<file path="config.mk">
export PLATFORM = sky130hd
export DESIGN_NAME = rmq_sqrt
export DESIGN_NICKNAME = d
export VERILOG_FILES = /design/src/design/rmq_pkg.sv /design/src/design/rmq_sqrt.sv
export SDC_FILE = /design/constraint.sdc
export NUM_CORES = 1
export LEC_CHECK = 0
export BUFFER_PORTS_ARGS = -buffer_cell sky130_fd_sc_hd__buf_2
export CAP_MARGIN = 25
export CORE_UTILIZATION = 25
export CTS_CLUSTER_SIZE = 25
export DETAILED_ROUTE_END_ITERATION = 16
export GPL_TIMING_DRIVEN = 1
export PLACE_DENSITY = 0.48
export SYNTH_ARGS = -nofsm -noshare
export SYNTH_HDL_FRONTEND = slang
export SYNTH_SLANG_ARGS = --single-unit
export TNS_END_PERCENT = 5
</file>
<file path="constraint.sdc">
create_clock -name clk -period 3.4 [get_ports clk]
set_input_delay 0.68 -clock clk [delete_from_list [all_inputs] [get_ports clk]]
set_output_delay 0.68 -clock clk [all_outputs]
set_load 0.05 [all_outputs]
</file>
<file path="src/design/rmq_pkg.sv">
// shared widths, constants and codes of the rotation matrix to quaternion unit
// no dependencies; every other file of the block imports it
`default_nettype none
package rmq_pkg;

    localparam int FRAC_BITS = 16;
    localparam int IN_W      = 18;                 // matrix entries, signed
    localparam int W_W       = 17;                 // scalar part, unsigned
    localparam int SUM_W     = IN_W + 4;           // trace combinations, signed
    localparam int D_W       = IN_W + 1;           // magnitude of one combination
    localparam int S_W       = IN_W + 1;           // off-diagonal sum or difference
    localparam int SHIFT     = FRAC_BITS - 2;
    localparam int RAD_W     = 2 * ((D_W + SHIFT + 1) / 2);  // even radicand width
    localparam int ROOT_W    = RAD_W / 2;
    localparam int NUM_W     = S_W + SHIFT;        // scaled dividend
    localparam int QUO_W     = NUM_W - SHIFT - 1;  // quotient bits, divisor >= ONE/2
    localparam int REM_W     = ROOT_W + 3;         // square root remainder
    localparam int Q_W       = QUO_W + 1;          // signed component before clamp
    localparam int ONE       = 1 << FRAC_BITS;

    typedef logic [1:0] best_t;
    localparam best_t BEST_X = 2'd0;
    localparam best_t BEST_Y = 2'd1;
    localparam best_t BEST_Z = 2'd2;
    localparam best_t BEST_W = 2'd3;

    typedef struct packed {
        best_t                   best;
        logic [2:0]              neg;
        logic [2:0][NUM_W-1:0]   mag;
    } front_side_t;

    typedef struct packed {
        best_t                   best;
        logic [2:0]              neg;
        logic [ROOT_W-1:0]       qb;
    } div_side_t;

endpackage
`default_nettype wire

</file>
<file path="src/design/rmq_sqrt.sv">
// pipelined integer square root, one result bit per stage, sideband travels along
// depends on rmq_pkg
`default_nettype none
module rmq_sqrt #(
    parameter int SIDE_W = 1
) (
    input  wire logic                          clk,
    input  wire logic                          rst_n,
    input  wire logic                          en,
    input  wire logic                          in_valid,
    input  wire logic [rmq_pkg::RAD_W-1:0]     rad,
    input  wire logic [SIDE_W-1:0]             side_in,
    output logic                               out_valid,
    output logic [rmq_pkg::ROOT_W-1:0]         root,
    output logic [SIDE_W-1:0]                  side_out
);
    import rmq_pkg::*;

    localparam int LAST = ROOT_W - 1;

    logic                v_reg    [ROOT_W];
    logic [ROOT_W-1:0]   root_reg [ROOT_W];
    logic [SIDE_W-1:0]   side_reg [ROOT_W];
    logic [REM_W-1:0]    rem_reg  [LAST];
    logic [RAD_W-1:0]    x_reg    [LAST];

    for (genvar i = 0; i < ROOT_W; i++)
    begin : g_stage
        logic                v_in;
        logic [ROOT_W-1:0]   root_in;
        logic [SIDE_W-1:0]   side_i;
        logic [REM_W-1:0]    rem_in;
        logic [RAD_W-1:0]    x_in;
        logic [REM_W-1:0]    rem_sh;
        logic [REM_W-1:0]    trial;
        logic [REM_W-1:0]    rem_nx;
        logic [ROOT_W-1:0]   root_nx;

        if (i == 0)
        begin : g_first
            assign v_in    = in_valid;
            assign root_in = '0;
            assign side_i  = side_in;
            assign rem_in  = '0;
            assign x_in    = rad;
        end
        else
        begin : g_rest
            assign v_in    = v_reg[i-1];
            assign root_in = root_reg[i-1];
            assign side_i  = side_reg[i-1];
            assign rem_in  = rem_reg[i-1];
            assign x_in    = x_reg[i-1];
        end

        always_comb
        begin
            rem_sh = {rem_in[REM_W-3:0], x_in[RAD_W-1 -: 2]};
            trial  = REM_W'({root_in, 2'b01});
            if (rem_sh >= trial)
            begin
                rem_nx  = rem_sh - trial;
                root_nx = {root_in[ROOT_W-2:0], 1'b1};
            end
            else
            begin
                rem_nx  = rem_sh;
                root_nx = {root_in[ROOT_W-2:0], 1'b0};
            end
        end

        always_ff @(posedge clk or negedge rst_n)
        begin
            if (!rst_n)
            begin
                v_reg[i] <= 1'b0;
            end
            else if (en)
            begin
                v_reg[i] <= v_in;
            end
        end

        always_ff @(posedge clk)
        begin
            if (en)
            begin
                root_reg[i] <= root_nx;
                side_reg[i] <= side_i;
            end
        end

        if (i < LAST)
        begin : g_carry
            always_ff @(posedge clk)
            begin
                if (en)
                begin
                    rem_reg[i] <= rem_nx;
                    x_reg[i]   <= {x_in[RAD_W-3:0], 2'b00};
                end
            end
        end
    end

    assign out_valid = v_reg[LAST];
    assign root      = root_reg[LAST];
    assign side_out  = side_reg[LAST];

endmodule
`default_nettype wire

</file>
; ---- After elaboration in Yosys (flattened, before gate mapping)
; Memory sizes are Yosys's and may differ from the RTL's.
; Cells that the tools add are included.
[word_totals]
register_bits = 17
mem_bits_rw = 1138
input_bits = 39
word_cells = 89
memories = 4
[op_classes]
addsub = 16
n_lt_le_gt_ge = 17
n_mux = 35
[memory_table]
columns = name, words, width, read_ports, rd_ports_with_merged_regs, write_ports, line_no
row1 = x_reg, 16, 32, 16, 0, 16, rmq_sqrt.sv:25  ; logic [RAD_W-1:0] x_reg [LAST];
row2 = rem_reg, 16, 20, 16, 0, 16, rmq_sqrt.sv:24  ; logic [REM_W-1:0] rem_reg [LAST];
row3 = root_reg, 17, 17, 17, 0, 17, rmq_sqrt.sv:22  ; logic [ROOT_W-1:0] root_reg [ROOT_W];
row4 = side_reg, 17, 1, 17, 0, 17, rmq_sqrt.sv:23  ; logic [SIDE_W-1:0] side_reg [ROOT_W];
[op_table]
columns = cell, count
row1 = $ge 20x19->1, 16
row2 = $mux 20, 16
row3 = $sub 20x19->20, 15
row4 = $mux 1, 19
row5 = $sub 2x1->3 const B, 1
row6 = $ge 2x1->1 const B, 1

; ---- Depth between registers and ports, before layout
; An unclocked memory read counts as a cell.
[depth]
depth_word = 3
ltp_mapped = 11
depth_no_buf = 10

; ---- Worst setup path after synthesis
; Ideal clock, no wire load.
[synth_timing]
path_type = flip-flop to flip-flop
from = mem rem_reg[1][83] (netlist bit)
to = mem rem_reg[1][103] (netlist bit), data pin
setup_time_ps = 260
arrival_ps = 2452
setup_slack_ps = 688
path_stages_with_launch = 11
synth_period_minus_slack_ps = 2712
path_cell_list = edfxtp_1 ha_1 a211oi_1 nor2_1 o31ai_1 o21ai_1 a2111o_1 buf_2 buf_2 nor2_1 a21oi_1
[synth_lines]
columns = element, line_no
row1 = "start, declared", rmq_sqrt.sv:24

==> out/results.txt <==
Tcrit/Tclk final: 90.02%
Critical path buffers and inverters: 0
Ant. Diodes: 0
Clk_lat worst skew: 670 ps
GRT Total Usage: 9.060%
Die area: 132600 µm²
GRT overflow: 0
CTS clk-pin slew, worst paths: 60 ps
Final setup fails: 0
CTS Root Cell: clkbuf_16
Layout cell share with drive strength beyond 1: 11.01%
Height of the die: 364.1 µm
Initial Util: 25.25%
Arrival time worst endpoint: 3480 ps
Setup TNS: 0 ps
Min Hold Slack: 175.9 ps
DR DRC count: 0
Metal2 WL: 30.90 mm
Setup Fix Bufs, Post-CTS: 0
Outcome: finished, final reports clean
Pwr Total: 0.02432 W
Mean Syn Cell Area: 13.52 µm²
Slew headroom: 37.47%
Top delay family on crit path: simple AND/OR/NAND/NOR gates
Achievable Freq: 326.7 MHz
Initial DRT Pass Iterations: 4
First-pass GRT wire length: 96.12 mm
CTS Buffer Depth: 3
Critical path, cell by cell: ha_1, o21ai_0, a21oi_1, or3_1, and2_1, or4_1, mux2_4
Final core occ: 29.61%
FILL cells: 13.20k
Fin nets: 2793
Cell area after synthesis: 32780 µm²
Rows: 132
Slowest CP cell: or4_1
Critical Path RT: 3820 ps
Post-placement cell count: 4234
Yosys warns: 0
Via count: 18.37k
Post-Syn Nets: 2635
IO Count: 58
Routed Antenna Nets: 0
Initial antenna violation count: 0
Largest net degree at the start of global routing: 65
Worst Setup Start Kind: flip-flop
Final Max Tran Viols: 0
DR vias/cell: 4.181
Layout area overhead: 17.27%
Port bufs: 57
TritonCTS buffer count: 88
CP Capture Type: flip-flop
Post-synthesis cell type count: 76
Core area: 129800 µm²
H-tree depth: 3
FFs w/ async S/R, synth: 2.338%
CP Max Fanout: 16
Worst Skew: 34.27 ps
Vias in the first global route: 18.85k
EDFF count, synth: 710
Clock period minus worst slack: 3061 ps
Max FFs per register: 272
Hold Crit Class: in2reg
M1 WL: 24.18 mm
Peak supply drop: 0.3915 mV
TritonCTS clock tree: yes
Post-DP HPWL: 41.50 mm
Critical setup path kind: reg2reg
Seq cells post-synth: 727
Worst path max stage delay: 810 ps
Final Hold Fails: 0
Die width: 364.1 µm
Final wirelength: 59.49 mm
WL/cell: 13.54 µm
Top_reg_cell synth: edfxtp_1
Measured slew at the worst slew-check pin: 929.5 ps
Max cap viols: 0
P per Cell Area: 632.6 nW/µm²
Cells after Synth: 2425
Pleak: 14.56 nW
Uppermost layer routed: met4
Sequential area share after synthesis: 66.35%
Gpl congestion: 0.8234
Finished Layout Cells: 4393
DRT iter0 DRCs: 789
RSZ-0062 raised after global routing: false
Sink Count: 727
Met3 WL post-DR: 2.092 mm
cell type report:
cell class | instances | area (µm²) | share of cell area, %
timing repair buffer | 103 | 768.2 | 1.999
multi-input combinational | 1453 | 10110 | 26.30
clock buffer | 108 | 2330 | 6.062
tap | 1742 | 2180 | 5.671
inverter | 210 | 788.3 | 2.051
sequential | 727 | 21750 | 56.58
clock inverter | 50 | 515.5 | 1.341
cell usage after synthesis, types with 5 or more instances:
library cell / number / area (µm²)
mux2_2: 35 / 394.1
o41ai_1: 5 / 43.79
inv_1: 209 / 784.5
mux2i_1: 9 / 90.09
or2_2: 7 / 43.79
xor2_1: 94 / 823.3
nor4_1: 30 / 187.7
o21bai_1: 7 / 52.55
a211o_1: 5 / 43.79
or4_1: 18 / 135.1
ha_1: 171 / 2140
o21ai_0: 114 / 570.6
or3_1: 22 / 137.6
a21o_1: 37 / 277.8
a211oi_1: 23 / 172.7
and2_1: 8 / 50.05
nor2_1: 168 / 630.6
nor2b_1: 19 / 118.9
o31ai_1: 8 / 60.06
nor3_1: 55 / 275.3
dfrtp_1: 17 / 425.4
nand2_1: 142 / 533.0
a31oi_1: 8 / 50.05
xnor2_1: 107 / 937.2
o21a_1: 25 / 187.7
clkbuf_1: 28 / 105.1
mux2_4: 8 / 120.1
o211ai_1: 10 / 75.07
nand4_1: 21 / 131.4
nand2b_1: 30 / 187.7
nand3_1: 31 / 155.2
a21oi_1: 162 / 810.8
edfxtp_1: 710 / 21320
o22ai_1: 5 / 31.28
final timing paths:
check | start | end | slack (ps) | depth (start not counted)
worst max-delay path | rem_reg[0][141] | rem_reg[1][4] | 340 | 7
worst min-delay path | rad[26] | x_reg[0][26] | 180 | 1
worst max register to register | rem_reg[0][141] | rem_reg[1][4] | 340 | 7
worst min register to register | x_reg[0][13] | x_reg[0][47] | 390 | 0
max in group asynchronous | rst_n | g_stage[10].v_in | 2640 | 2
min in group asynchronous | rst_n | g_stage[15].v_in | 490 | 2
logic make-up after synthesis:
family	share of synthesized area, %
other	0.01144
AND/OR/NAND/NOR	8.715
flip-flops	66.35
AO/OA/AOI/OAI	8.303
multiplexers	1.844
adder cells (fa/ha/maj)	6.528
buffers and inverters	2.878
XOR/XNOR	5.371
worst register-to-register path, stage by stage, from the launching register on:
cell	delay, ps
edfxtp_1	390
ha_1	360
o21ai_0	220
a21oi_1	100
or3_1	380
and2_1	170
or4_1	810
mux2_4	410
layer usage:
metal / GRT usage (%) / vias up
li1: - / 9287
met1: 9.562 / 8715
met2: 16.84 / 240
met3: 2.290 / 127
met4: 4.004 / 0
met5: 0 / -
metrics by stage:
step                worst slack (ps)  instance area [µm²]
global placement               302.9                35580
detailed placement             300.3                35580
floorplan                      687.9                32780
CTS                            299.9                38430
finish                         339.2                38430
global route                   144.7                38430
where the power goes:
group	switching (W)	internal (W)	total (W)
Clock	0.00372	0.00549	0.00920
Combinational	0.00192	0.00153	0.00345
Sequential	0.000537	0.0111	0.0117
cell usage in the layout (no fill, tap or decap), types with 21 or more instances in the layout:
master     netlist  layout
edfxtp_1       710     710
inv_1          209     209
ha_1           171     171
nor2_1         168     168
a21oi_1        162     162
nand2_1        142     142
o21ai_0        114     114
xnor2_1        107     107
xor2_1          94      94
clkbuf_16        0      90
buf_2            4      56
nor3_1          55      53
a21o_1          37      37
mux2_2          35      35
buf_4            1      35
nand3_1         31      31
nor4_1          30      30
nand2b_1        30      30
o21a_1          25      25
a211oi_1        23      23
or3_1           22      22
nand4_1         21      21
repair_timing:
| item | in CTS | in global routing |
|---|---|---|
| gates resized for setup | 0 | 0 |
| hold buffers | 1 | 0 |
| hold endpoints to repair | 17 | 0 |
(Power assumes the default switching activity.)
