===== src/design/rmq_pkg.sv =====
// shared widths, constants and codes of the rotation matrix to quaternion unit
// no dependencies; every other file of the block imports it
`default_nettype none
package rmq_pkg;

    localparam int FRAC_BITS = 16;
    localparam int IN_W      = 18;                 // matrix entries, signed
    localparam int W_W       = 17;                 // scalar part, unsigned
    localparam int SUM_W     = IN_W + 4;           // trace combinations, signed
    localparam int D_W       = IN_W + 1;           // magnitude of one combination
    localparam int S_W       = IN_W + 1;           // off-diagonal sum or difference
    localparam int SHIFT     = FRAC_BITS - 2;
    localparam int RAD_W     = 2 * ((D_W + SHIFT + 1) / 2);  // even radicand width
    localparam int ROOT_W    = RAD_W / 2;
    localparam int NUM_W     = S_W + SHIFT;        // scaled dividend
    localparam int QUO_W     = NUM_W - SHIFT - 1;  // quotient bits, divisor >= ONE/2
    localparam int REM_W     = ROOT_W + 3;         // square root remainder
    localparam int Q_W       = QUO_W + 1;          // signed component before clamp
    localparam int ONE       = 1 << FRAC_BITS;

    typedef logic [1:0] best_t;
    localparam best_t BEST_X = 2'd0;
    localparam best_t BEST_Y = 2'd1;
    localparam best_t BEST_Z = 2'd2;
    localparam best_t BEST_W = 2'd3;

    typedef struct packed {
        best_t                   best;
        logic [2:0]              neg;
        logic [2:0][NUM_W-1:0]   mag;
    } front_side_t;

    typedef struct packed {
        best_t                   best;
        logic [2:0]              neg;
        logic [ROOT_W-1:0]       qb;
    } div_side_t;

endpackage
`default_nettype wire


===== src/design/rmq_div.sv =====
// three-lane pipelined restoring divider with round-to-nearest bias,
// one quotient bit per stage; depends on rmq_pkg
`default_nettype none
module rmq_div #(
    parameter int SIDE_W = 1
) (
    input  wire logic                                 clk,
    input  wire logic                                 rst_n,
    input  wire logic                                 en,
    input  wire logic                                 in_valid,
    input  wire logic [2:0][rmq_pkg::NUM_W-1:0]       mag,
    input  wire logic [rmq_pkg::ROOT_W-1:0]           qb,
    input  wire logic [SIDE_W-1:0]                    side_in,
    output logic                                      out_valid,
    output logic [2:0][rmq_pkg::QUO_W-1:0]            quo,
    output logic [SIDE_W-1:0]                         side_out
);
    import rmq_pkg::*;

    localparam int LAST = QUO_W - 1;
    localparam int HI_W = NUM_W - QUO_W;

    // bias stage
    logic                       nv_reg;
    logic [2:0][NUM_W-1:0]      num_reg;
    logic [ROOT_W-1:0]          nqb_reg;
    logic [SIDE_W-1:0]          nside_reg;

    always_ff @(posedge clk or negedge rst_n)
    begin
        if (!rst_n)
        begin
            nv_reg <= 1'b0;
        end
        else if (en)
        begin
            nv_reg <= in_valid;
        end
    end

    always_ff @(posedge clk)
    begin
        if (en)
        begin
            for (int k = 0; k < 3; k++)
            begin
                num_reg[k] <= mag[k] + NUM_W'(qb >> 1);
            end
            nqb_reg   <= qb;
            nside_reg <= side_in;
        end
    end

    logic                       v_reg    [QUO_W];
    logic [2:0][QUO_W-1:0]      quo_reg  [QUO_W];
    logic [SIDE_W-1:0]          side_reg [QUO_W];
    logic [2:0][ROOT_W-1:0]     rem_reg  [LAST];
    logic [2:0][QUO_W-1:0]      low_reg  [LAST];
    logic [ROOT_W-1:0]          qb_reg   [LAST];

    for (genvar j = 0; j < QUO_W; j++)
    begin : g_stage
        logic                       v_in;
        logic [2:0][QUO_W-1:0]      quo_in;
        logic [SIDE_W-1:0]          side_i;
        logic [2:0][ROOT_W-1:0]     rem_in;
        logic [2:0][QUO_W-1:0]      low_in;
        logic [ROOT_W-1:0]          qb_in;
        logic [2:0][ROOT_W:0]       sh;
        logic [2:0][ROOT_W-1:0]     rem_nx;
        logic [2:0][QUO_W-1:0]      quo_nx;

        if (j == 0)
        begin : g_first
            assign v_in   = nv_reg;
            assign quo_in = '0;
            assign side_i = nside_reg;
            assign qb_in  = nqb_reg;
            for (genvar k = 0; k < 3; k++)
            begin : g_lane
                assign rem_in[k] = {{(ROOT_W - HI_W){1'b0}}, num_reg[k][NUM_W-1:QUO_W]};
                assign low_in[k] = num_reg[k][QUO_W-1:0];
            end
        end
        else
        begin : g_rest
            assign v_in   = v_reg[j-1];
            assign quo_in = quo_reg[j-1];
            assign side_i = side_reg[j-1];
            assign qb_in  = qb_reg[j-1];
            assign rem_in = rem_reg[j-1];
            assign low_in = low_reg[j-1];
        end

        always_comb
        begin
            for (int k = 0; k < 3; k++)
            begin
                sh[k] = {rem_in[k], low_in[k][QUO_W-1]};
                if (sh[k] >= {1'b0, qb_in})
                begin
                    rem_nx[k] = ROOT_W'(sh[k] - {1'b0, qb_in});
                    quo_nx[k] = {quo_in[k][QUO_W-2:0], 1'b1};
                end
                else
                begin
                    rem_nx[k] = sh[k][ROOT_W-1:0];
                    quo_nx[k] = {quo_in[k][QUO_W-2:0], 1'b0};
                end
            end
        end

        always_ff @(posedge clk or negedge rst_n)
        begin
            if (!rst_n)
            begin
                v_reg[j] <= 1'b0;
            end
            else if (en)
            begin
                v_reg[j] <= v_in;
            end
        end

        always_ff @(posedge clk)
        begin
            if (en)
            begin
                quo_reg[j]  <= quo_nx;
                side_reg[j] <= side_i;
            end
        end

        if (j < LAST)
        begin : g_carry
            always_ff @(posedge clk)
            begin
                if (en)
                begin
                    rem_reg[j] <= rem_nx;
                    qb_reg[j]  <= qb_in;
                    for (int k = 0; k < 3; k++)
                    begin
                        low_reg[j][k] <= {low_in[k][QUO_W-2:0], 1'b0};
                    end
                end
            end
        end
    end

    assign out_valid = v_reg[LAST];
    assign quo       = quo_reg[LAST];
    assign side_out  = side_reg[LAST];

endmodule
`default_nettype wire


===== config.mk =====
export PLATFORM = sky130hd
export DESIGN_NAME = rmq_div
export DESIGN_NICKNAME = d
export VERILOG_FILES = /design/src/design/rmq_pkg.sv /design/src/design/rmq_div.sv
export SDC_FILE = /design/constraint.sdc
export NUM_CORES = 2
export LEC_CHECK = 0
export CAP_MARGIN = 20
export CELL_PAD_IN_SITES_DETAIL_PLACEMENT = 0
export CELL_PAD_IN_SITES_GLOBAL_PLACEMENT = 1
export CORE_UTILIZATION = 48
export CTS_CLUSTER_SIZE = 25
export DETAILED_ROUTE_END_ITERATION = 8
export DONT_BUFFER_PORTS = 1
export GPL_ROUTABILITY_DRIVEN = 0
export PLACE_DENSITY = 0.81
export SKIP_LAST_GASP = 1
export SYNTH_ARGS = -nofsm -noshare
export SYNTH_HDL_FRONTEND = slang
export SYNTH_SLANG_ARGS = --single-unit

===== constraint.sdc =====
create_clock -name clk -period 3.3 [get_ports clk]
set_input_delay 0.165 -clock clk [delete_from_list [all_inputs] [get_ports clk]]
set_output_delay 0.165 -clock clk [all_outputs]
set_load 0.005 [all_outputs]

After elaboration in Yosys (flattened, before gate mapping) --
Memory sizes are Yosys's and may differ from the RTL's. Cells that the tools add are included.
Cells by class: $lt $le $gt $ge 54, muxes and demuxes 107, add/sub/neg operators 54
Operators by type and width (number):
- 18-bit by 17-bit greater-or-equal comparator with 1-bit output | 51
- 17-bit two-way mux | 51
- 17-bit subtractor | 48
- 33-bit by 16-bit adder with 33-bit output | 3
- 1-bit two-way mux | 56
- 16-bit by 17-bit greater-or-equal comparator with 1-bit output | 3
- 16-bit by 17-bit subtractor with 17-bit output | 3
Storage, ports and cells: logic and storage cells 244, output and inout bits 56, bits in registers 136, memory bits (writable) 3013, memories kept 5, bits of input ports 121
Memory list:
- quo_reg | words 18, width 54, rd ports 18, clocked after Yosys merged registers in 0, write ports 18, line rmq_div.sv:55 | logic [2:0][QUO_W-1:0] quo_reg [QUO_W];
- low_reg | words 17, width 51, rd ports 17, clocked after Yosys merged registers in 0, write ports 17, line rmq_div.sv:58 | logic [2:0][QUO_W-1:0] low_reg [LAST];
- rem_reg | words 17, width 51, rd ports 17, clocked after Yosys merged registers in 0, write ports 17, line rmq_div.sv:57 | logic [2:0][ROOT_W-1:0] rem_reg [LAST];
- qb_reg | words 17, width 17, rd ports 17, clocked after Yosys merged registers in 0, write ports 17, line rmq_div.sv:59 | logic [ROOT_W-1:0] qb_reg [LAST];
- side_reg | words 18, width 1, rd ports 18, clocked after Yosys merged registers in 0, write ports 18, line rmq_div.sv:56 | logic [SIDE_W-1:0] side_reg [QUO_W];

Longest topological paths before layout --
An unclocked memory read counts as a cell.
depth after elaboration 3, mapped depth 14, gate-level depth less buffers 13

Least setup slack after synthesis --
Ideal clock, no wire load.
path type register to register, from mem low_reg[0][50] (netlist name), to mem rem_reg[0][100] (netlist name), data pin, data arrival time 3.177 ns, buffers on the path 1, setup time 0.260 ns, clock period less this slack 3.438 ns, setup slack -0.138 ns, cell stages (with the launch flop) 14, data required time 3.040 ns, cells stage by stage edfxtp_1 > inv_1 > ha_1 > inv_1 > fa_1 > a21o_2 > a221oi_2 > a21oi_2 > nor2_2 > a21oi_1 > o2111a_1 > a2111oi_4 > buf_6 > mux2_4
RTL lines (line):
- from (decl) | rmq_div.sv:58
- to (decl) | rmq_div.sv:57

==> flow_summary_export.csv <==
group,metric,value,unit
status,status,"finished with violations",
status,failed_checks,"hold timing",
route,drtIter0Drc,7387,
layout,final_common_cell,"edfxtp_1",
job,maxCapViolCount,0,
yosys,synth-seq-cells,2282,
placement,dp_hpwl,226,mm
timing,setup_viol,0,
layout,largest_reg_flops,867,
yosys,async_flop_share,0.00833,
grt,grt_pass1_vias,80794,
clock_network,cts.sinks,2282,
die,coreArea,0.255,mm²
yosys,synth_ff_type,"edfxtp_1",
power,p_leak,55.1,nW
die,row_count,185,
critical_path,end_kind,"flop",
timing,final.min_clock_period,3290,ps
route,dr.pass1.iters,6,
timing,report.final.hold_viol_count,1,
timing,rsz0062_at_grt,"yes",
critical_path,r2r_cells,13,
route,postRouteAntennaNets,0,
yosys,yosysSeqAreaShare,0.555,
critical_path,crit_chain,"inv_1, ha_2, inv_2, fa_2, a21oi_2, buf_4, o21ai_4, a211oi_2, o31a_1, o211ai_1, a311o_1, buf_12, mux2_2",
die,die_area,0.259,mm²
critical_path,r2r_end,"rem_reg[0][684]",
clock_network,cts_root_buf,"clkbuf_16",
placement,placed_cells,13610,
layout,stdcell_count,14287,
yosys,synth_cell_type_count,88,
clock_network,clkLatencyLatePin,880,ps
clock_network,cts_tree,"built",
timing,hold_slack,-3.83,ps
critical_path,rrSetupSlack,9,ps
timing,period_share,0.997,
hold_path,hold_end,"quo_reg[5][37]",
critical_path,rr_startpoint,"low_reg[12][33]",
power,peakVddDrop,0.603,mV
critical_path,crit_path_start_kind,"flop",
route,wirelength,305,mm
layout,nets,11843,
critical_path,path_class,"reg2reg",
timing,max_freq,0.304,GHz
power,p_per_area,963,mW/mm²
yosys,synthCells,10087,
critical_path,cp.required,3920,ps
route,viasPerCell,5.79,
grt,grt_max_degree,286,
layout,multiInputGateArea,0.0524,mm²
layout,area.sequential,0.0684,mm²
yosys,syn_nets,11225,
yosys,synth_edf_count,2263,
timing,slew_headroom,0.0271,
yosys,synth-warning-count,0,
placement,io_buffers,0,
route,drc,0,
critical_path,critPathSlowestCell,"a311o_1",
die,fp.dieW,509,µm
die,ios,177,
clock_network,htree_levels,4,
clock_network,clock_path_buffers,3,
critical_path,critPathBufInv,4,
yosys,syn-mean-instance-area,12.2,µm²
clock_network,cts_buffers,233,
power,power.total,0.136,W
clock_network,cts.clk_slew.worst_paths,60,ps
hold_path,whs_path_depth,1,
yosys,netlist_area,0.123,mm²
timing,worstMarginPinSlew,1460,ps
timing,finalSetupTns,0,ps
grt,antenna_found_initial,19,
critical_path,critPathMaxStageDelay,400,ps
layout,syn2layout_area_growth,14.3,%
hold_path,hp-start,"en",
hold_path,hp-class,"in2reg",
timing,skew,79.3,ps
layout,final_cell_mix,"2,263 x edfxtp_1, 958 x ha_1, 818 x a21oi_1",
die,die_h,509,µm
layout,drive_gt1_frac,0.130,
critical_path,arrival,3910,ps
grt,grt_overflow,0,
grt,grt_pass1_wl,460,mm
grt,grtUsageTotal,0.230,
route,routedWlPerCell,21.4,µm
layout,nFillCells,20714,
route,dr_total_vias,82750,
die,start_util,0.484,
critical_path,path_max_fanout,21,
critical_path,cpLargestDelayFamily,"compound AO/OA/AOI/OAI gates",
timing,slew_violations,0,
area by class of cell:
cell class | count | area share
Tap cell | 3366 | 0.0299
Inverter | 630 | 0.0169
Multi-Input combinational cell | 6987 | 0.372
Antenna cell | 19 | 0.000337
Sequential cell | 2282 | 0.486
Clock inverter | 165 | 0.0137
Clock buffer | 267 | 0.0423
Timing Repair Buffer | 571 | 0.0395
metal layers:
layer | global-route usage | share of wire | up-vias | wire length (µm)
met4 | 0.0803 | 0.035 | 2 | 10800
met2 | 0.389 | 0.48 | 2620 | 147000
met3 | 0.0311 | 0.057 | 589 | 17300
met5 | 0 | 0.000043 | - | 13
li1 | - | - | 39291 | -
met1 | 0.302 | 0.43 | 40248 | 130000
cells by family after synthesis:
family	count (synthesis)	synth area share
AOI/OAI and AO/OA	2664	0.136
xor gates and xnor gates	742	0.0527
adders and majority gates	1017	0.107
buffers and inverters	818	0.0252
DFF	2282	0.555
muxes	509	0.0462
and+or+nand+nor	2055	0.0781
timing repair:
| action | 4_1_cts | 5_1_grt |
|---|---|---|
| resized for setup | 30 | 134 |
| setup buffers | 9 | 41 |
| hold buffers | 164 | 0 |
| endpoints found under the setup margin | 129 | 1090 |
| pin swaps | 9 | 45 |
| hold endpoints to repair | 154 | 0 |
| cloned | 4 | 6 |
worst max path at each step:
stage	from	endpoint	slack (ps)	depth (start not counted)
after floorplan	low_reg[0][50]	rem_reg[0][100]	10	13
after CTS	low_reg[0][50]	rem_reg[0][89]	-20	14
final	low_reg[12][33]	rem_reg[0][684]	9	13
after global routing	low_reg[12][33]	rem_reg[0][684]	-110	13
after global placement	en	low_reg[11][29]	-760	4
after detailed placement	en	low_reg[7][25]	-890	4
Yosys cell counts (all sizes together) (18+ instances only):
cell	n	area share
edfxtp	2263	0.55
ha	963	0.098
a21oi	854	0.035
nor2	701	0.021
inv	630	0.019
o21ai	579	0.024
nand2	537	0.016
xnor2	481	0.034
mux2	458	0.042
a21o	376	0.023
xor2	261	0.019
clkbuf	160	0.0049
nand3	153	0.0062
o21bai	136	0.0083
nand4	130	0.0066
o21a	129	0.0079
nor2b	111	0.0056
a31oi	104	0.0053
nor3	101	0.0041
nand2b	82	0.0042
a211oi	80	0.0049
and3	61	0.0031
fa	54	0.0088
mux2i	51	0.0041
o31ai	46	0.0029
o211ai	38	0.0023
a2111oi	28	0.0024
a211o	28	0.0020
buf	28	0.0012
a21boi	26	0.0016
and2	26	0.0013
a311oi	25	0.0018
or3	25	0.0013
nor4	23	0.0012
o31a	23	0.0016
or2	20	0.0010
and4	19	0.0014
dfrtp	19	0.0039
o22ai	19	0.00096
o41ai	19	0.0014
a221oi	18	0.0013
through the flow:
stage / utilization / setup slack, ps / area, µm²
floorplan: - / 14.6 / 123000
global placement: 0.511 / -758 / 130000
detailed placement: 0.511 / -891 / 130000
CTS: 0.550 / -15.9 / 140000
global route: 0.553 / -109 / 141000
finish: 0.553 / 8.74 / 141000
report_power, final:
group          internal (W)  total, W  leakage [nW]  switching (W)
Clock                0.0155    0.0270          3.81         0.0116
Sequential           0.0426    0.0478          22.3        0.00514
Combinational        0.0279    0.0609          29.0         0.0329
Total                0.0861     0.136          55.1         0.0496
Power figures use the tool's default switching activity.
