### src/design/rmq_pkg.sv
// shared widths, constants and codes of the rotation matrix to quaternion unit
// no dependencies; every other file of the block imports it
`default_nettype none
package rmq_pkg;

    localparam int FRAC_BITS = 16;
    localparam int IN_W      = 18;                 // matrix entries, signed
    localparam int W_W       = 17;                 // scalar part, unsigned
    localparam int SUM_W     = IN_W + 4;           // trace combinations, signed
    localparam int D_W       = IN_W + 1;           // magnitude of one combination
    localparam int S_W       = IN_W + 1;           // off-diagonal sum or difference
    localparam int SHIFT     = FRAC_BITS - 2;
    localparam int RAD_W     = 2 * ((D_W + SHIFT + 1) / 2);  // even radicand width
    localparam int ROOT_W    = RAD_W / 2;
    localparam int NUM_W     = S_W + SHIFT;        // scaled dividend
    localparam int QUO_W     = NUM_W - SHIFT - 1;  // quotient bits, divisor >= ONE/2
    localparam int REM_W     = ROOT_W + 3;         // square root remainder
    localparam int Q_W       = QUO_W + 1;          // signed component before clamp
    localparam int ONE       = 1 << FRAC_BITS;

    typedef logic [1:0] best_t;
    localparam best_t BEST_X = 2'd0;
    localparam best_t BEST_Y = 2'd1;
    localparam best_t BEST_Z = 2'd2;
    localparam best_t BEST_W = 2'd3;

    typedef struct packed {
        best_t                   best;
        logic [2:0]              neg;
        logic [2:0][NUM_W-1:0]   mag;
    } front_side_t;

    typedef struct packed {
        best_t                   best;
        logic [2:0]              neg;
        logic [ROOT_W-1:0]       qb;
    } div_side_t;

endpackage
`default_nettype wire

### src/design/rmq_back.sv
// back end: places components, normalizes the sign of w, clamps, output register
// depends on rmq_pkg
`default_nettype none
module rmq_back (
    input  wire logic                               clk,
    input  wire logic                               rst_n,
    input  wire logic                               en,
    input  wire logic                               in_valid,
    input  wire rmq_pkg::div_side_t                 side,
    input  wire logic [2:0][rmq_pkg::QUO_W-1:0]     quo,
    output logic                                    out_valid,
    output logic signed [rmq_pkg::IN_W-1:0]         quat_x,
    output logic signed [rmq_pkg::IN_W-1:0]         quat_y,
    output logic signed [rmq_pkg::IN_W-1:0]         quat_z,
    output logic [rmq_pkg::W_W-1:0]                 quat_w,
    output logic                                    saturated
);
    import rmq_pkg::*;

    logic signed [Q_W-1:0] o0, o1, o2, big, one_q;
    logic signed [Q_W-1:0] c [4];
    logic signed [Q_W-1:0] r [4];
    logic                  sat;

    always_comb
    begin
        one_q = Q_W'(ONE);
        o0 = side.neg[0] ? -Q_W'(quo[0]) : Q_W'(quo[0]);
        o1 = side.neg[1] ? -Q_W'(quo[1]) : Q_W'(quo[1]);
        o2 = side.neg[2] ? -Q_W'(quo[2]) : Q_W'(quo[2]);
        big = Q_W'(side.qb);
        unique case (side.best)
            BEST_X:
            begin
                c[0] = big; c[1] = o0;  c[2] = o1;  c[3] = o2;
            end
            BEST_Y:
            begin
                c[0] = o0;  c[1] = big; c[2] = o1;  c[3] = o2;
            end
            BEST_Z:
            begin
                c[0] = o0;  c[1] = o1;  c[2] = big; c[3] = o2;
            end
            default:
            begin
                c[0] = o0;  c[1] = o1;  c[2] = o2;  c[3] = big;
            end
        endcase
        // negative w flips the whole quaternion, then clamp to plus or minus one
        sat = 1'b0;
        for (int k = 0; k < 4; k++)
        begin
            r[k] = (c[3] < 0) ? -c[k] : c[k];
            if (r[k] > one_q)
            begin
                r[k] = one_q;
                sat  = 1'b1;
            end
            else if (r[k] < -one_q)
            begin
                r[k] = -one_q;
                sat  = 1'b1;
            end
        end
    end

    always_ff @(posedge clk or negedge rst_n)
    begin
        if (!rst_n)
        begin
            out_valid <= 1'b0;
        end
        else if (en)
        begin
            out_valid <= in_valid;
        end
    end

    always_ff @(posedge clk)
    begin
        if (en)
        begin
            quat_x    <= r[0][IN_W-1:0];
            quat_y    <= r[1][IN_W-1:0];
            quat_z    <= r[2][IN_W-1:0];
            quat_w    <= r[3][W_W-1:0];
            saturated <= sat;
        end
    end

endmodule
`default_nettype wire

### config.mk
export PLATFORM = sky130hd
export DESIGN_NAME = rmq_back
export DESIGN_NICKNAME = d
export VERILOG_FILES = /design/src/design/rmq_pkg.sv /design/src/design/rmq_back.sv
export SDC_FILE = /design/constraint.sdc
export NUM_CORES = 1
export LEC_CHECK = 0
export BUFFER_PORTS_ARGS = -buffer_cell sky130_fd_sc_hd__buf_2
export CAP_MARGIN = 20
export CELL_PAD_IN_SITES_DETAIL_PLACEMENT = 1
export CELL_PAD_IN_SITES_GLOBAL_PLACEMENT = 1
export CORE_ASPECT_RATIO = 1.1
export CORE_UTILIZATION = 39
export CTS_CLUSTER_DIAMETER = 50
export DETAILED_ROUTE_END_ITERATION = 7
export PLACE_DENSITY_LB_ADDON = 0.3
export SLEW_MARGIN = 20
export SYNTH_ARGS = -nofsm -noshare
export SYNTH_HDL_FRONTEND = slang
export SYNTH_SLANG_ARGS = --single-unit
### constraint.sdc
create_clock -name clk -period 0.8 [get_ports clk]
set_input_delay 0.04 -clock clk [delete_from_list [all_inputs] [get_ports clk]]
set_output_delay 0.04 -clock clk [all_outputs]
set_load 0.01 [all_outputs]
==> metrics, run 1 <==
num rows=56; die width=144 um; postcts setup bufs=just under 80; clock tree buffer depth=2; syn nets=between 1k and 1.5k; Mapped Area=~8600 sq um; Die Span Y=~160 um; number of synthesized register bits=73; Placed Area=13300 sq um; Stop stage=clock tree synthesis (4_1_cts); Yosys cell types=94; Post-synth EDFFs=a little over 70; post-synthesis sequential area ratio=roughly a quarter; I/O Buffers=roughly 150; CTS root buffer=clkbuf_16; first error=[ERROR DPL-0033] detailed placement checks failed during check placement.; Mean Syn Cell Area=approximately 7.9 sq um; Clock H-tree levels=3; Synth Flop Type=edfxtp_1; Post-synth ARST share=under 10%; outcome=did not finish; cts hold-fix bufs=3; total CTS buffers=9; Ports=roughly 150; HPWL Detailed=around 35 mm; GP Congestion=0.964; Syn Inst Count=1092; Initial Utilization=between 40% and 50%; Resize count post-CTS=approximately 260; Yosys warning count=0; Clock Sink Count=73
-- through the flow --
step	TNS, ps	std cells	worst slack [ps]	util [%]	hold WS, ps
3_5_place_dp	-228980	1899	-3700	61.8	-181
3_3_place_gp	-218200	1899	-3460	61.8	-186
2_1_floorplan	-193350	1092	-3340	-	-256
-- logic make-up after synthesis --
kind of cell	count (synthesis)	synth area share (%)
adder cells (fa/ha/maj)	7	1.01
XOR/XNOR	95	9.73
multiplexers	34	4.10
AO/OA/AOI/OAI	304	25.3
flip-flops	73	25.3
AND/OR/NAND/NOR	462	28.8
buffers and inverters	117	5.64
-- synth_stat cells (5+ instances only) --
master	n	area share, %
a2111oi_0	6	0.61
a211oi_1	13	1.1
a21o_1	9	0.78
a21oi_1	63	3.7
a31o_2	6	0.61
a31oi_1	22	1.6
a41oi_1	5	0.51
and2_1	9	0.65
and3_1	14	1.0
buf_1	7	0.30
buf_2	17	0.99
clkbuf_1	57	2.5
edfxtp_1	72	25
ha_1	7	1.0
inv_1	32	1.4
mux2_2	11	1.4
mux2i_1	23	2.7
nand2_1	64	2.8
nand2b_1	18	1.3
nand3_1	32	1.9
nand3b_1	5	0.44
nand4_1	15	1.1
nand4b_1	8	0.81
nor2_1	136	5.9
nor2b_1	17	1.2
nor3_1	32	1.9
nor3b_1	7	0.61
nor4_1	20	1.4
nor4b_1	5	0.51
o2111ai_1	13	1.3
o211ai_1	6	0.52
o21ai_0	62	3.6
o31ai_1	17	1.5
o41ai_1	7	0.71
or2_2	11	0.80
or3_1	24	1.7
or4_1	17	1.5
xnor2_1	55	5.6
xor2_1	39	4.0
==> run 2: changes to the inputs <==
==> config.mk (replaced) <==
export PLATFORM = sky130hd
export DESIGN_NAME = rmq_back
export DESIGN_NICKNAME = d
export VERILOG_FILES = /design/src/design/rmq_pkg.sv /design/src/design/rmq_back.sv
export SDC_FILE = /design/constraint.sdc
export NUM_CORES = 1
export LEC_CHECK = 0
export BUFFER_PORTS_ARGS = -buffer_cell sky130_fd_sc_hd__buf_2
export CAP_MARGIN = 20
export CORE_UTILIZATION = 30
export DETAILED_ROUTE_END_ITERATION = 7
export PLACE_DENSITY_LB_ADDON = 0.15
export SLEW_MARGIN = 20
export SYNTH_ARGS = -nofsm -noshare
export SYNTH_HDL_FRONTEND = slang
export SYNTH_SLANG_ARGS = --single-unit
==> constraint.sdc (replaced) <==
create_clock -name clk -period 1.04 [get_ports clk]
set_input_delay 0.052 -clock clk [delete_from_list [all_inputs] [get_ports clk]]
set_output_delay 0.052 -clock clk [all_outputs]
set_load 0.01 [all_outputs]
==> metrics, run 2 <==
CP max FO=4; biggest regs=quat_x x18, quat_y x18, quat_z x18; CTS root buffer=clkbuf_16; Post-synth ARST share=1.37% (unchanged); DR vias=approximately 11k; CP max-delay cell=or4_4; crit path capture type=register; CP startpoint kind=primary input; post-synthesis sequential area ratio=25.3% (unchanged); adder-cell share of the synthesized area=1.01% (unchanged); initial antenna violation count=0; Critical Path AT=4020 ps; RSZ-0062 raised after global routing=true; CP Buf/Inv Count=2; Area Growth Syn to Fin=79.9%; Mean Syn Cell Area=7.90 sq um (unchanged); Final ANT Viol Nets=0; most frequent cells in the layout=buf_4, buf_2, nor2_1; Ports=153 (unchanged); total CTS buffers=9 (unchanged); final worst slack=-2910 ps; Yosys warning count=0 (unchanged); Max Clk Rate=around 250 MHz; Die Span Y=172 um (+8.6%); first-pass GRT wire length=57.9 mm; Synth Flop Type=edfxtp_1; Critical Path RT=1110 ps; Worst VDD drop=a little over 700 uV; fraction of layout cells with a size suffix above 1=a little over half; clock tree buffer depth=2 (unchanged); global route overflow=0; Max-cap violations=0; DRC Markers=0; Post-synth EDFFs=72 (unchanged); Clock Skew=0 ps; Synth top area share=25.1% (unchanged); nets=~1.8k; Pwr Density=~970 nW/um^2; clk slew on worst S/H paths=60 ps; Synth Area in XOR/XNOR=9.73% (unchanged); Hold Fails Final Rpt=0; largest net degree at the start of global routing=33; core area=~28000 sq um; Starting DRT DRC Count=slightly above 800; worst path cell trace=buf_4 > or4_4 > o41ai_2 > xor2_1 > buf_4 > o221a_4 > nand3_2 > or3_1 > a221o_1 > or4_1 > or4b_4 > o211a_4 > or4_1; CP peak stage delay=560 ps; num rows=61 (+8.9%); Clock Sink Count=73 (unchanged); met2 Use GR=approximately two fifths; largest family of logic cells by synthesized area=simple AND/OR/NAND/NOR gates; ANT cells=0; fin cells=between 2k and 2.5k; wire per inst=around 18 um; Crit Path Class=primary input to register; final slew viol count=0; Synth Area in Simple Gates=28.8% (unchanged); area of the die=just under 30000 sq um; outcome=finished with violations; Syn Inst Count=1092 (unchanged); most common cell after layout, fill and taps aside=buf_4; die width=172 um (+19%); Yosys cell types=94 (unchanged); met1 global-route usage=around two fifths; max_slew headroom=between 50% and 60%; Clock H-tree levels=3 (unchanged); Placed Cells=1981 (+4.3%); Initial Utilization=30.8% (-9.3 points); setup violators final=72; most instantiated cells after synthesis=nor2_1, edfxtp_1, nand2_1, a21oi_1, o21ai_0; mux cell area share after synthesis=4.10% (unchanged); Mapped Area=8630 sq um (unchanged); DRT Wirelength=between 30 and 40 mm; number of synthesized register bits=73 (unchanged); hold crit path type=primary input to asynchronous set/reset pin; busiest grt layer=met2; I/O Buffers=152 (unchanged); Final min period=3950 ps; Worst-Skew Late Latency=between 300 and 400 ps; GP Congestion=0.972 (+0.79%); met3 usage=~1.5%; cell accounting for the most synthesized area=edfxtp_1; post-synthesis compound-gate area fraction=25.3% (unchanged); failing checks=setup timing; vias in the first global route=between 10k and 15k; count leader, synth=nor2_1; crit-path leading delay family=simple AND/OR/NAND/NOR gates; syn nets=1179 (unchanged); HPWL Detailed=30.8 mm (-13%); Vias/cell=5.25; part of the cycle the worst path needs=380%; DR pass1 iterations=7; actual slew at the worst max-slew pin=604 ps; P_leak=between 6 and 7 nW; Fill cells=between 2k and 3k; Synth area leaders=edfxtp_1, nor2_1, xnor2_1; Util after Layout=between 50% and 60%; GRT Util Overall=25.8%; CTS tree=done
-- run 2: cell counts after synthesis --
No cell type changed its count.
-- run 2: per-layer routing --
metal / vias to the layer above / part of all wire [%]
met1: 5147 / 49
met5: - / 0
li1: 5374 / -
met2: 345 / 43
met3: 56 / 5.0
met4: 0 / 3.5
-- run 2: final cells by class --
class / instances / area [sq um] / share of cell area [%]
tap: 378 / 473 / 3.05
clock inverter: 7 / 46.3 / 0.298
sequential: 73 / 2190 / 14.1
timing repair buffer: 679 / 5120 / 33.0
inverter: 32 / 133 / 0.854
multi-input combinational: 902 / 7340 / 47.3
clock buffer: 9 / 225 / 1.45
-- run 2: final timing paths --
kind                                start         end  slack [ps]  depth (start not counted)
min in group clk                       en  quat_w[11]         160                          2
worst max-delay path               quo[4]   saturated       -2910                         13
worst max register to register  out_valid   out_valid         300                          1
max in group asynchronous           rst_n   out_valid         930                          2
worst min register to register  out_valid   out_valid         510                          1
worst min-delay path                rst_n   out_valid          30                          2
-- run 2: cell families (layout without fill, tap and decap cells) --
kind of cell             Yosys count  in the layout
AO/OA/AOI/OAI                    304            304
XOR/XNOR                          95             95
adder cells (fa/ha/maj)            7              7
buffers and inverters            117            727
flip-flops                        73             73
multiplexers                      34             34
AND/OR/NAND/NOR                  462            462
-- run 2: report_power, final --
part	internal [mW]	switching, mW	total [mW]
Clock	1.61	1.19	2.79
Sequential	3.69	0.0796	3.77
Combinational	4.28	4.27	8.55
Total	9.57	5.54	15.1
-- run 2: repair_timing --
item | in CTS | in global routing
hold buffers | 2 | 0
resized for setup | 203 | 74
pin swaps | 59 | 41
hold endpoints to repair | 2 | 0
cloned | 5 | 0
endpoints found under the setup margin | 72 | 72
setup buffers | 65 | 17
-- run 2: per-stage QoR --
stage	TNS [ps]	power (mW)	setup WS [ps]	instance area, sq um	hold slack (ps)
floorplan	-176940	7.16	-3120	9230	-244
global placement	-202150	10.6	-3300	13300	-174
detailed placement	-203760	10.6	-3330	13300	-173
CTS	-171180	14.7	-2870	15100	9.02
global route	-181660	15.9	-2970	15500	39.7
finish	-173050	15.1	-2910	15500	28.2
Power figures use the tool's default switching activity.
==> run 3: changes to the inputs <==
--- a/config.mk
+++ b/config.mk
@@ -7,9 +7,11 @@
 export LEC_CHECK = 0
 export BUFFER_PORTS_ARGS = -buffer_cell sky130_fd_sc_hd__buf_2
 export CAP_MARGIN = 20
+export CORE_ASPECT_RATIO = 0.5
 export CORE_UTILIZATION = 30
 export DETAILED_ROUTE_END_ITERATION = 7
 export PLACE_DENSITY_LB_ADDON = 0.15
+export SKIP_LAST_GASP = 1
 export SLEW_MARGIN = 20
 export SYNTH_ARGS = -nofsm -noshare
 export SYNTH_HDL_FRONTEND = slang
==> metrics, run 3 (synthesized netlist as in run 2, its figures left out) <==
die width=242 um (+41%); first-pass GRT wire length=63.2 mm (+9.1%); final slew viol count=0 (unchanged); Worst-Skew Late Latency=340 ps (about the same); Vias/cell=5.33 (+1.5%); crit path capture type=register; total CTS buffers=9 (unchanged); max_slew headroom=56.6% (-2.8 points); worst reg-to-reg path cell count=1 (unchanged); largest net degree at the start of global routing=33 (unchanged); Reg-to-Reg Start=out_valid; Clock Sink Count=73 (unchanged); Fin Setup TNS=-178300 ps (-5250 ps); Critical Path RT=1110 ps (about the same); part of the cycle the worst path needs=389% (+9.3 points); ANT cells=0 (unchanged); core area=28000 sq um (-0.12%); clock tree buffer depth=2 (unchanged); Clock H-tree levels=3 (unchanged); Die Span Y=122 um (-29%); RSZ-0062 raised after global routing=true; Clock Skew=0 ps (unchanged); Area Growth Syn to Fin=85.1%; vias in the first global route=10.3k (+1.5%); Ports=153 (unchanged); P_leak=6.73 nW (+2.3%); DR pass1 iterations=5 (-2); GRT Util Overall=28.6% (+2.8 points); clk slew on worst S/H paths=50 ps (about the same); DR vias=11.2k (+2.4%); HPWL Detailed=34.9 mm (+13%); global route overflow=0 (unchanged); area of the die=29500 sq um (+0.14%); failing checks=setup timing; CP max FO=8 (+4); Fill cells=2537 (-3.7%); RR Endpoint=out_valid; biggest regs=quat_x x18, quat_y x18, quat_z x18; DRT Wirelength=43.2 mm (+14%); outcome=finished with violations; worst path cell trace=buf_6 > or4_4 > o41a_1 > mux2i_1 > or3_1 > or3_1 > a221o_1 > or4_1 > or4b_4 > o211a_4 > or4_1; wire per inst=20.6 um (+13%); Hold Fails Final Rpt=0 (unchanged); CTS root buffer=clkbuf_16; R2R setup slack=300 ps (about the same); Design Area, Final=16000 sq um (+2.9%); CP startpoint kind=primary input; I/O Buffers=152 (unchanged); crit-path leading delay family=simple AND/OR/NAND/NOR gates; num rows=43 (-30%); register area=2190 sq um (unchanged); Hold Path Depth=1; CP Buf/Inv Count=1 (-1); Starting DRT DRC Count=915 (+13%); Initial Utilization=30.8% (+0.037 points); hold_sp=en; initial antenna violation count=0 (unchanged); most frequent cells in the layout=buf_4, buf_2, nor2_1; fraction of layout cells with a size suffix above 1=56.2% (+1.4 points); Hold Path End=quat_z[8]; CP peak stage delay=630 ps (+70 ps); most common cell after layout, fill and taps aside=buf_4; final worst slack=-3010 ps (-96.6 ps); Placed Area=13400 sq um (+0.36%); CTS tree=done; Final min period=4050 ps (+96.6 ps); DRC Markers=0 (unchanged); Critical Path AT=4120 ps (+100 ps); actual slew at the worst max-slew pin=644 ps (+39.9 ps); Hold WS=122 ps (+93.9 ps); nets=1798 (+0.78%); Pwr Density=1000 nW/um^2 (+2.8%); setup violators final=72 (unchanged); Max-cap violations=0 (unchanged); Worst VDD drop=886 uV (+25%); area of the multi-input gates=7450 sq um (+1.6%); Max Clk Rate=247 MHz (-2.4%); CP max-delay cell=or4_4; Final ANT Viol Nets=0 (unchanged); Crit Path Class=primary input to register; GP Congestion=0.964 (-0.76%); hold crit path type=primary input to register
## run 3: changes by cell type in the layout (fill, tap and decap cells not counted), moves of 4 or more
cell	delta
buf_8	+11
buf_6	-4
buf_12	+7
nor2_4	+9
buf_4	-4
nor2_2	+11
nor2_1	-20
## run 3: timing repair
| action | CTS | global route |
|---|---|---|
| pin swaps | 37 | 60 |
| endpoints found under the hold margin | 2 | 0 |
| setup buffers | 64 | 34 |
| setup endpoints to repair | 72 | 72 |
| hold buffers | 3 | 0 |
| gates resized for setup | 190 | 148 |
| gates cloned | 7 | 0 |
## run 3: per-stage QoR
step	instances	utilization [%]	total power [mW]	setup WS, ps
floorplan	1092	-	7.16	-3120
detailed placement	1989	47.8	10.9	-3390
finish	2098	57.1	16.0	-3010
global route	2098	57.1	16.7	-3030
global placement	1989	47.8	10.8	-3340
CTS	2077	54.3	15.2	-2950
## run 3: per-layer routing
metal | vias up | wire, um | global-route usage (%) | share of wire (%)
met5 | - | 0 | 0 | 0
met3 | 35 | 4230 | 9.94 | 9.8
met2 | 370 | 16600 | 38.4 | 38
met1 | 5392 | 21900 | 43.4 | 51
li1 | 5385 | - | - | -
met4 | 0 | 509 | 4.67 | 1.2
## run 3: worst max-delay path by stage
| stage | cells past startpoint | startpoint | slack (ps) | end |
|---|---|---|---|---|
| finish | 11 | quo[23] | -3010 | saturated |
| CTS | 12 | quo[4] | -2950 | saturated |
| global placement | 12 | quo[8] | -3340 | saturated |
| detailed placement | 12 | quo[8] | -3390 | saturated |
| global route | 11 | quo[23] | -3030 | saturated |
| floorplan | 12 | quo[25] | -3120 | saturated |
## run 3: report_power, final
group | leakage (nW) | switching [mW] | internal (mW)
Combinational | 5.89 | 4.72 | 4.50
Clock | 0.136 | 1.15 | 1.84
Sequential | 0.703 | 0.0880 | 3.69
Total | 6.73 | 5.96 | 10.0
## run 3: area by class of cell
| class | instances | share of cell area (%) |
|---|---|---|
| Multi-Input combinational cell | 902 | 46.7 |
| Timing Repair Buffer | 693 | 34.0 |
| Sequential cell | 73 | 13.7 |
| Tap cell | 382 | 2.99 |
| Clock buffer | 10 | 1.43 |
| Inverter | 32 | 0.830 |
| Clock inverter | 6 | 0.368 |
